### config.mk
export PLATFORM = sky130hd
export DESIGN_NAME = tmlos_ctrl
export DESIGN_NICKNAME = d
export VERILOG_FILES = /design/src/rtl/tmlos_pkg.sv /design/src/rtl/tmlos_ctrl.sv
export SDC_FILE = /design/constraint.sdc
export NUM_CORES = 1
export LEC_CHECK = 0
export ABC_AREA = 0
export BUFFER_PORTS_ARGS = -buffer_cell sky130_fd_sc_hd__clkbuf_2
export CAP_MARGIN = 20
export CORE_AREA = 2 2 39 41
export CTS_CLUSTER_SIZE = 16
export DETAILED_ROUTE_END_ITERATION = 8
export DIE_AREA = 0 0 41 43
export SKIP_CTS_REPAIR_TIMING = 1
export SLEW_MARGIN = 20
export SYNTH_ARGS = -nofsm -noshare
export SYNTH_HDL_FRONTEND = slang
export SYNTH_SLANG_ARGS = --single-unit
### constraint.sdc
create_clock -name clk -period 2.3 [get_ports clk]
set_input_delay 0.46 -clock clk [delete_from_list [all_inputs] [get_ports clk]]
set_output_delay 0.46 -clock clk [all_outputs]
set_load 0.05 [all_outputs]
### src/rtl/tmlos_pkg.sv
// Shared types and constants for the tile map line-of-sight block.
// Used by the controller, the datapath and the top level.
package tmlos_pkg;

	localparam int IN_DATA_W  = 48;
	localparam int OUT_DATA_W = 24;
	localparam int OUT_USER_W = 2;
	localparam int CFG_IDX_W  = 2;
	localparam int CFG_DATA_W = 32;

	localparam logic [CFG_IDX_W-1:0] CFG_MAP_WIDTH  = 2'd0;
	localparam logic [CFG_IDX_W-1:0] CFG_MAP_HEIGHT = 2'd1;
	localparam logic [CFG_IDX_W-1:0] CFG_BLOCK_MASK = 2'd2;

	localparam logic [6:0]  MAP_WIDTH_RST  = 7'd64;
	localparam logic [6:0]  MAP_HEIGHT_RST = 7'd64;
	localparam logic [31:0] BLOCK_MASK_RST = 32'd13084;

	localparam logic OP_WRITE = 1'b0;
	localparam logic OP_RAY   = 1'b1;

	// input beat, last field in the lowest bits
	typedef struct packed {
		logic signed [7:0] target_y;
		logic signed [7:0] target_x;
		logic [5:0]        origin_y;
		logic [5:0]        origin_x;
		logic [7:0]        tile_value;
		logic [5:0]        write_y;
		logic [5:0]        write_x;
	} in_data_t;

	typedef struct packed {
		logic [3:0] pad;
		logic [7:0] cell_tile;
		logic [5:0] cell_y;
		logic [5:0] cell_x;
	} out_data_t;

	typedef struct packed {
		logic load;
		logic wr_en;
		logic rd_cur;
		logic step;
	} cmd_t;

	typedef struct packed {
		logic origin_in;
		logic last_cell;
		logic out_free;
	} status_t;

endpackage

### src/rtl/tmlos_ctrl.sv
// Controller state machine for the line-of-sight block.
// Depends on tmlos_pkg for the command and status structs.
module tmlos_ctrl (
	input  logic               clk,
	input  logic               arst_n,
	input  logic               in_tvalid,
	input  logic               op,
	output logic               in_tready,
	input  tmlos_pkg::status_t status,
	output tmlos_pkg::cmd_t    cmd
);
	import tmlos_pkg::*;

	typedef enum logic [2:0] {
		S_IDLE  = 3'b001,
		S_CHECK = 3'b010,
		S_TILE  = 3'b100
	} state_t;

	state_t state_q, state_nx;

	always_comb begin
		state_nx   = state_q;
		cmd        = '0;
		in_tready  = 1'b0;
		case (state_q)
			S_IDLE: begin
				in_tready = 1'b1;
				if (in_tvalid) begin
					if (op == OP_RAY) begin
						cmd.load = 1'b1;
						state_nx = S_CHECK;
					end else begin
						cmd.wr_en = 1'b1;
					end
				end
			end
			S_CHECK: begin
				if (status.origin_in) begin
					cmd.rd_cur = 1'b1;
					state_nx   = S_TILE;
				end else begin
					state_nx = S_IDLE;
				end
			end
			S_TILE: begin
				if (status.out_free) begin
					cmd.step = 1'b1;
					if (status.last_cell) begin
						state_nx = S_IDLE;
					end
				end
			end
			default: begin
				state_nx = S_IDLE;
			end
		endcase
	end

	always_ff @(posedge clk or negedge arst_n) begin
		if (!arst_n) begin
			state_q <= S_IDLE;
		end else begin
			state_q <= state_nx;
		end
	end

	a_tile_entry: assert property (@(posedge clk) disable iff (!arst_n)
		(state_q == S_TILE) |-> ($past(state_q) == S_CHECK || $past(state_q) == S_TILE))
		else $error("tile state entered without a read");

	a_step_free: assert property (@(posedge clk) disable iff (!arst_n)
		cmd.step |-> status.out_free)
		else $error("step issued while output busy");

	a_no_accept_busy: assert property (@(posedge clk) disable iff (!arst_n)
		(cmd.load || cmd.wr_en) |-> (state_q == S_IDLE))
		else $error("beat taken while a ray is in flight");

endmodule

==> results.cfg, run 1 <==
[synth]
syn_inst = 17
ys_seq_area_share_pct = 41.8
syn_nets = 24
synth.avg_cell_area_um2 = 10.7
ys_types = 15
yosys_warnings = 0
syn_area_um2 = 183
ys_ff_latch = 3

[grt]
track_usage_pct = 6.63
antenna_found_initial = 0
grt_pass1_wl_um = 703
grt_pass1_vias = 172
grt_overflow_total = 0
grt_max_degree = 5

[cells_and_area]
fillers = 158
drive_above_1_share_pct = 64.5
largest_reg_flops = 3
largest-register = state_q
syn2layout_area_growth_pct = 56.2
reg_top3 = state_q (3)
seq_area_um2 = 76.3
num_antenna_cells = 0
multiInputGateArea_um2 = 104
final_cell_count_no_fill = 47
fin_nets = 39

[detailed_routing]
via_count = 174
wirelength_um = 420
wl_per_cell_um = 8.94
dr.first_iter.drc_count = 1
drtPass1Iterations = 2
vias_per_cell = 3.70
route.detailed.drc = 0
final_antenna_net_count = 0

[worst_hold_path]
hold_class = primary input to async pin

[sta]
hold_viol = 0
slew_violations = 0
period_share_pct = 86.9
setup_tns_ns = 0
finalClockSkew_ns = 0.00570
fmax_mhz = 500
fin_hold_ws_ns = 0.0125
relSlewSlack_pct = 81.6
rsz0062_at_grt = false
worst_pin_slew_ns = 0.278
finalCriticalPeriod_ns = 2.00
setup_viol = 0

[die]
die_h_um = 43
dieArea_mm2 = 0.00176
core_area_mm2 = 0.00138
initial_utilization_pct = 13.2
die_width_um = 41
row_count = 14
io_pins = 12

[power]
combPwrFrac_pct = 23.0
p_leak_nw = 0.149
power_per_cell_area_mw_per_mm2 = 703
p_int_uw = 138
ir_drop_v = 0.000216
p_seq_share_pct = 30.6
swShare_pct = 31.0
switching_power_uw = 62.2
p_clk_share_pct = 46.4

[placed_design]
port_buffers = 11
place_inst = 43
place.gp.congestion = 0.658

[job]
drv_cap = 0

[status]
status = finished clean

[cts]
cts_tree = done
cts-htree-levels = 1
clock_latency_ns = 0.24
root_buffer = clkbuf_4
cts_buffer_depth = 2
numCtsBuffers = 3
cts_sinks = 3
clk_pin_slew_ns = 0.04

[setup_path]
critPathMaxStageDelay_ns = 0.56
cp_max_fo = 4
crit_chain = nor3b_4 > and3_4 > clkbuf_2
worstPathRequired_ns = 1.84
end_kind = primary output
critPathKind = flop to primary output
critPathSlowestCell = dfstp_2
critPathArrivalTime_ns = 1.54
startpoint_type = flop
cell usage in the layout (no fill, tap or decap):
cell type / netlist / routed
clkbuf_2: 0 / 11
clkbuf_4: 0 / 3
nand2_1: 2 / 2
dfrtp_1: 2 / 2
nor3b_4: 1 / 1
nor3_1: 1 / 1
nor2_2: 0 / 1
nor4bb_2: 0 / 1
and3_4: 1 / 1
inv_1: 1 / 1
a21o_1: 1 / 1
mux2i_1: 1 / 1
a21oi_2: 1 / 1
and3_1: 1 / 1
and2_1: 1 / 1
clkbuf_1: 0 / 1
dfstp_2: 1 / 1
final timing paths:
check / startpoint / to / slack (ns) / cells after the start
worst max-delay path: state_q[0] / cmd[3] / 0.30 / 3
worst min-delay path: arst_n / state_q[2] / 0.01 / 1
worst max register to register: state_q[0] / state_q[0] / 1.16 / 3
worst min register to register: state_q[0] / state_q[0] / 0.51 / 2
max in group asynchronous: arst_n / state_q[0] / 2.09 / 1
min in group clk: state_q[0] / state_q[0] / 0.51 / 2
final cells by class:
type                       count  area share (%)
multi-input combinational     12            36.4
inverter                       1            1.32
clock buffer                   4            9.21
tap                           16            7.02
timing repair buffer          11            19.3
sequential                     3            26.8
metal layers:
layer  global-route usage [%]  vias up  routed length, µm
li1                         -       87                  -
met1                     7.10       77                185
met2                     8.13       10                180
met3                     3.14        0                 54
met4                     8.00        0                  0
met5                        0        -                  0
per-stage QoR:
stage          cell area, µm²  total power, mW  worst slack, ns  utilization [%]
5_1_grt                   285            0.218            0.232             20.6
3_5_place_dp              259            0.108            0.552             18.7
3_3_place_gp              259            0.108            0.561             18.7
4_1_cts                   285            0.206            0.287             20.6
2_1_floorplan             191           0.0949            0.182                -
6_report                  285            0.201            0.301             20.6
worst max-delay path, delay by kind of cell, from the launching register on:
kind / cells / cell delay (ns)
buffers and inverters: 1 / 0.27
DFF: 1 / 0.56
and+or+nand+nor: 2 / 0.48
power by group through the flow:
stage	clock network, mW	logic, mW	registers [mW]
final	0.0932	0.0461	0.0614
after global routing	0.106	0.0498	0.0617
after CTS	0.0976	0.0467	0.0614
after detailed placement	0	0.0464	0.0619
after global placement	0	0.0461	0.0620
after floorplan	0	0.0339	0.0610
synth_stat cells:
cell type  count  area share [%]
dfstp_2        1              14
dfrtp_1        2              27
and3_1         1             3.4
a21oi_2        1             4.8
nor3b_4        1              10
nor3_1         1             2.7
nand2_1        2             4.1
inv_1          1             2.1
nor2_1         1             2.1
and3_4         1             6.2
buf_4          1             4.1
mux2i_1        1             5.5
and2_1         1             3.4
nor4bb_1       1             5.5
a21o_1         1             4.1
cells by family (layout without fill, tap and decap cells):
kind of cell | count (synthesis) | count (layout) | synth area share (%)
buffers and inverters | 2 | 16 | 6.16
multiplexers | 1 | 1 | 5.48
flip-flops | 3 | 3 | 41.8
AND/OR/NAND/NOR | 9 | 9 | 37.7
AO/OA/AOI/OAI | 2 | 2 | 8.91
Power figures use the tool's default switching activity.
==> run 2, diff against run 1 <==
--- a/config.mk
+++ b/config.mk
@@ -12,6 +12,7 @@
 export CTS_CLUSTER_SIZE = 16
 export DETAILED_ROUTE_END_ITERATION = 8
 export DIE_AREA = 0 0 41 43
+export REMOVE_ABC_BUFFERS = 1
 export SKIP_CTS_REPAIR_TIMING = 1
 export SLEW_MARGIN = 20
 export SYNTH_ARGS = -nofsm -noshare
==> run 2 against run 1 <==
  * Via count shrank 5.7%
  * Critical path depth is the same
  * Cell area shrank 3.1%
  * Setup slack gained 0.030 ns
  * Sequential share of layout area grew 0.85 points
  * Wire length shrank 12%
  * Largest cell class unchanged
==> results.cfg, run 2 (synthesized netlist as in run 1, its figures left out) <==
[sta]
fin_hold_ws_ns = 0.0132
slew_violations = 0
fmax_mhz = 508
hold_viol = 0
rsz0062_at_grt = false
setup_tns_ns = 0
relSlewSlack_pct = 81.6
finalCriticalPeriod_ns = 1.97
setup_viol = 0
worst_pin_slew_ns = 0.277
finalClockSkew_ns = 0.000687
period_share_pct = 85.6

[cells_and_area]
largest-register = state_q
reg_top3 = state_q (3)
drive_above_1_share_pct = 58.1
syn2layout_area_growth_pct = 51.4
multiInputGateArea_um2 = 95.1
fin_nets = 39
seq_area_um2 = 76.3
layout_common_cells = clkbuf_2, clkbuf_4, nand2_1, dfrtp_1
largest_reg_flops = 3
num_antenna_cells = 0
fillers = 165
stdcell_area_um2 = 277
layout_commonest_cell = clkbuf_2

[placed_design]
port_buffers = 11
place.gp.congestion = 0.682
dpl-instance-area_um2 = 250

[power]
p_leak_nw = 0.149
power_per_cell_area_mw_per_mm2 = 713
ir_drop_v = 0.000144

[cts]
cts_sinks = 3
numCtsBuffers = 3
cts_buffer_depth = 2
clk_pin_slew_ns = 0.04
cts-htree-levels = 1
root_buffer = clkbuf_4
clock_latency_ns = 0.23
cts_tree = done

[die]
core_area_mm2 = 0.00138
die_width_um = 41
initial_utilization_pct = 13.2
io_pins = 12
dieArea_mm2 = 0.00176
row_count = 14
die_h_um = 43

[setup_path]
worst-path-buf-inv = 1
critPathArrivalTime_ns = 1.51
critPathKind = flop to primary output
critPathMaxStageDelay_ns = 0.54
r2r_setup_slack_ns = 1.19
critPathSlowestCell = dfstp_2
end_kind = primary output
crit_chain = nor3b_4 > and3_4 > clkbuf_2
crit_family = flip-flops
worstPathRequired_ns = 1.84
startpoint_type = flop
cp_max_fo = 4

[worst_hold_path]
hold_class = primary input to async pin

[grt]
grt_pass1_vias = 148
grt_max_degree = 5
track_usage_pct = 6.45
grt_overflow_total = 0
grt_pass1_wl_um = 607
antenna_found_initial = 0

[detailed_routing]
wirelength_um = 368
vias_per_cell = 3.49
via_count = 164
drtPass1Iterations = 3
route.detailed.drc = 0
dr.first_iter.drc_count = 1
final_antenna_net_count = 0
wl_per_cell_um = 7.83

[job]
drv_cap = 0

[status]
status = finished clean
[run 2: area by class of cell]
| type | count | share of cell area [%] |
|---|---|---|
| timing repair buffer | 11 | 19.9 |
| sequential | 3 | 27.6 |
| clock buffer | 4 | 9.50 |
| tap | 16 | 7.24 |
| multi-input combinational | 12 | 34.4 |
| inverter | 1 | 1.36 |
[run 2: final timing paths]
check / start / endpoint / cells past startpoint
worst max-delay path: state_q[0] / cmd[3] / 3
worst min-delay path: arst_n / state_q[2] / 1
worst max register to register: state_q[0] / state_q[0] / 3
worst min register to register: state_q[0] / state_q[0] / 2
max in group asynchronous: arst_n / state_q[0] / 1
min in group clk: state_q[0] / state_q[0] / 2
[run 2: routing by layer]
metal | vias to the layer above | GRT usage, % | routed length (µm)
met5 | - | 0 | 0
met2 | 11 | 6.56 | 145
li1 | 86 | - | -
met3 | 2 | 4.71 | 48
met4 | 0 | 10.0 | 15
met1 | 65 | 6.17 | 158
[run 2: stage by stage]
stage | cells | setup WS (ns) | utilization [%] | total power [mW]
after floorplan | 16 | -0.153 | - | 0.0933
after global placement | 43 | 0.562 | 18.1 | 0.106
after detailed placement | 43 | 0.561 | 18.1 | 0.106
after CTS | 47 | 0.302 | 20.0 | 0.203
after global routing | 47 | 0.257 | 20.0 | 0.211
final | 47 | 0.330 | 20.0 | 0.197
[run 2: power by group]
part           internal, mW  switching, mW  leakage, nW  total (mW)
Sequential           0.0570        0.00355       0.0377      0.0606
Clock                0.0650         0.0268       0.0150      0.0918
Combinational        0.0159         0.0288       0.0961      0.0447
Total                 0.138         0.0592        0.149       0.197
==> run 3, diff against run 2 <==
--- a/config.mk
+++ b/config.mk
@@ -12,6 +12,7 @@
 export CTS_CLUSTER_SIZE = 16
 export DETAILED_ROUTE_END_ITERATION = 8
 export DIE_AREA = 0 0 41 43
+export PLACE_DENSITY = 0.32
 export REMOVE_ABC_BUFFERS = 1
 export SKIP_CTS_REPAIR_TIMING = 1
 export SLEW_MARGIN = 20
==> run 3 against run 2 <==
  * Count of clock-buffer cells in the layout did not move
  * Die area unchanged
  * Fmax is 0.34% lower
  * Register-to-register slack hardly changed
  * Total power is 0.78% higher
  * Sequential power about the same
  * Clock skew increased by 0.0011 ns
  * Clock power is 1% higher
==> results.cfg, run 3 (synthesized netlist as in run 1, its figures left out) <==
[setup_path]
critPathMaxStageDelay_ns = 0.54
critPathArrivalTime_ns = 1.52
startpoint_type = flop
crit_chain = nor3b_4 > and3_4 > clkbuf_2
cp_max_fo = 4
worst-path-buf-inv = 1
worstPathRequired_ns = 1.84
crit_family = flip-flops
end_kind = primary output
r2r_setup_slack_ns = 1.18
critPathSlowestCell = dfstp_2
critPathKind = flop to primary output

[die]
dieArea_mm2 = 0.00176
die_h_um = 43
row_count = 14
die_width_um = 41
initial_utilization_pct = 13.2
io_pins = 12
core_area_mm2 = 0.00138

[sta]
fmax_mhz = 506
slew_violations = 0
fin_ws_ns = 0.324
setup_viol = 0
fin_hold_ws_ns = 0.0166
setup_tns_ns = 0
worst_pin_slew_ns = 0.279
finalClockSkew_ns = 0.00182
hold_viol = 0
rsz0062_at_grt = false
finalCriticalPeriod_ns = 1.98
period_share_pct = 85.9
relSlewSlack_pct = 81.4

[detailed_routing]
dr.first_iter.drc_count = 7
wl_per_cell_um = 9.23
route.detailed.drc = 0
via_count = 177
wirelength_um = 434
final_antenna_net_count = 0
vias_per_cell = 3.77
drtPass1Iterations = 4

[power]
ir_drop_v = 0.000271
p_leak_nw = 0.149
p_int_uw = 138
p_seq_share_pct = 30.6
p_clk_share_pct = 46.7
switching_power_uw = 60.7
fin_total_pwr_uw = 199
swShare_pct = 30.5
combPwrFrac_pct = 22.7
power_per_cell_area_mw_per_mm2 = 718

[cts]
cts_sinks = 3
root_buffer = clkbuf_4
numCtsBuffers = 3
cts-htree-levels = 1
cts_tree = done
clock_latency_ns = 0.23
clk_pin_slew_ns = 0.04
cts_buffer_depth = 2

[cells_and_area]
largest_reg_flops = 3
layout_commonest_cell = clkbuf_2
fillers = 162
fin_nets = 39
reg_top3 = state_q (3)
largest-register = state_q
drive_above_1_share_pct = 58.1
syn2layout_area_growth_pct = 51.4
layout_common_cells = clkbuf_2, clkbuf_4, nand2_1, dfrtp_1
fin_util_pct = 20.0
num_antenna_cells = 0

[grt]
grt_overflow_total = 0
grt_max_degree = 5
track_usage_pct = 5.95
antenna_found_initial = 0
grt_pass1_vias = 192
grt_pass1_wl_um = 634

[worst_hold_path]
hold_class = primary input to async pin

[placed_design]
port_buffers = 11
place.gp.congestion = 0.600
hpwlAfterDp_um = 325
place_ws_ns = 0.564

[job]
drv_cap = 0

[status]
status = finished clean
[run 3: worst paths after layout]
| path | cells past startpoint | start | endpoint |
|---|---|---|---|
| setup / recovery | 3 | state_q[0] | cmd[3] |
| hold / removal | 1 | arst_n | state_q[1] |
| setup reg to reg | 3 | state_q[0] | state_q[0] |
| max in group asynchronous | 1 | arst_n | state_q[0] |
| hold reg to reg | 2 | state_q[0] | state_q[0] |
| min in group clk | 2 | state_q[0] | state_q[0] |
[run 3: per-layer routing]
layer,track usage (%),part of all wire (%)
met5,0,0
met4,6.00,0
met3,3.14,16
met2,8.44,38
met1,5.54,45
[run 3: per-stage QoR]
step           instance area (µm²)  std cells
2_1_floorplan                  175         16
3_3_place_gp                   250         43
3_5_place_dp                   250         43
4_1_cts                        277         47
5_1_grt                        277         47
6_report                       277         47
[run 3: area by class of cell]
class	count	area [µm²]	area share (%)
Multi-Input combinational cell	12	95.1	34.4
Sequential cell	3	76.3	27.6
Timing Repair Buffer	11	55.1	19.9
Clock buffer	4	26.3	9.50
Tap cell	16	20.0	7.24
Inverter	1	3.75	1.36
[run 3: power by group through the flow]
stage / combinational (mW) / sequential [mW] / clock (mW)
floorplan: 0.0327 / 0.0606 / 0
global placement: 0.0457 / 0.0611 / 0
detailed placement: 0.0454 / 0.0612 / 0
CTS: 0.0457 / 0.0607 / 0.0970
global route: 0.0482 / 0.0615 / 0.0981
finish: 0.0451 / 0.0607 / 0.0928
[run 3: worst register-to-register path, delay by kind of cell (launching register included)]
family	cells	cell delay (ns)
AOI/OAI and AO/OA	1	0.03
DFF	1	0.54
and+or+nand+nor	2	0.46
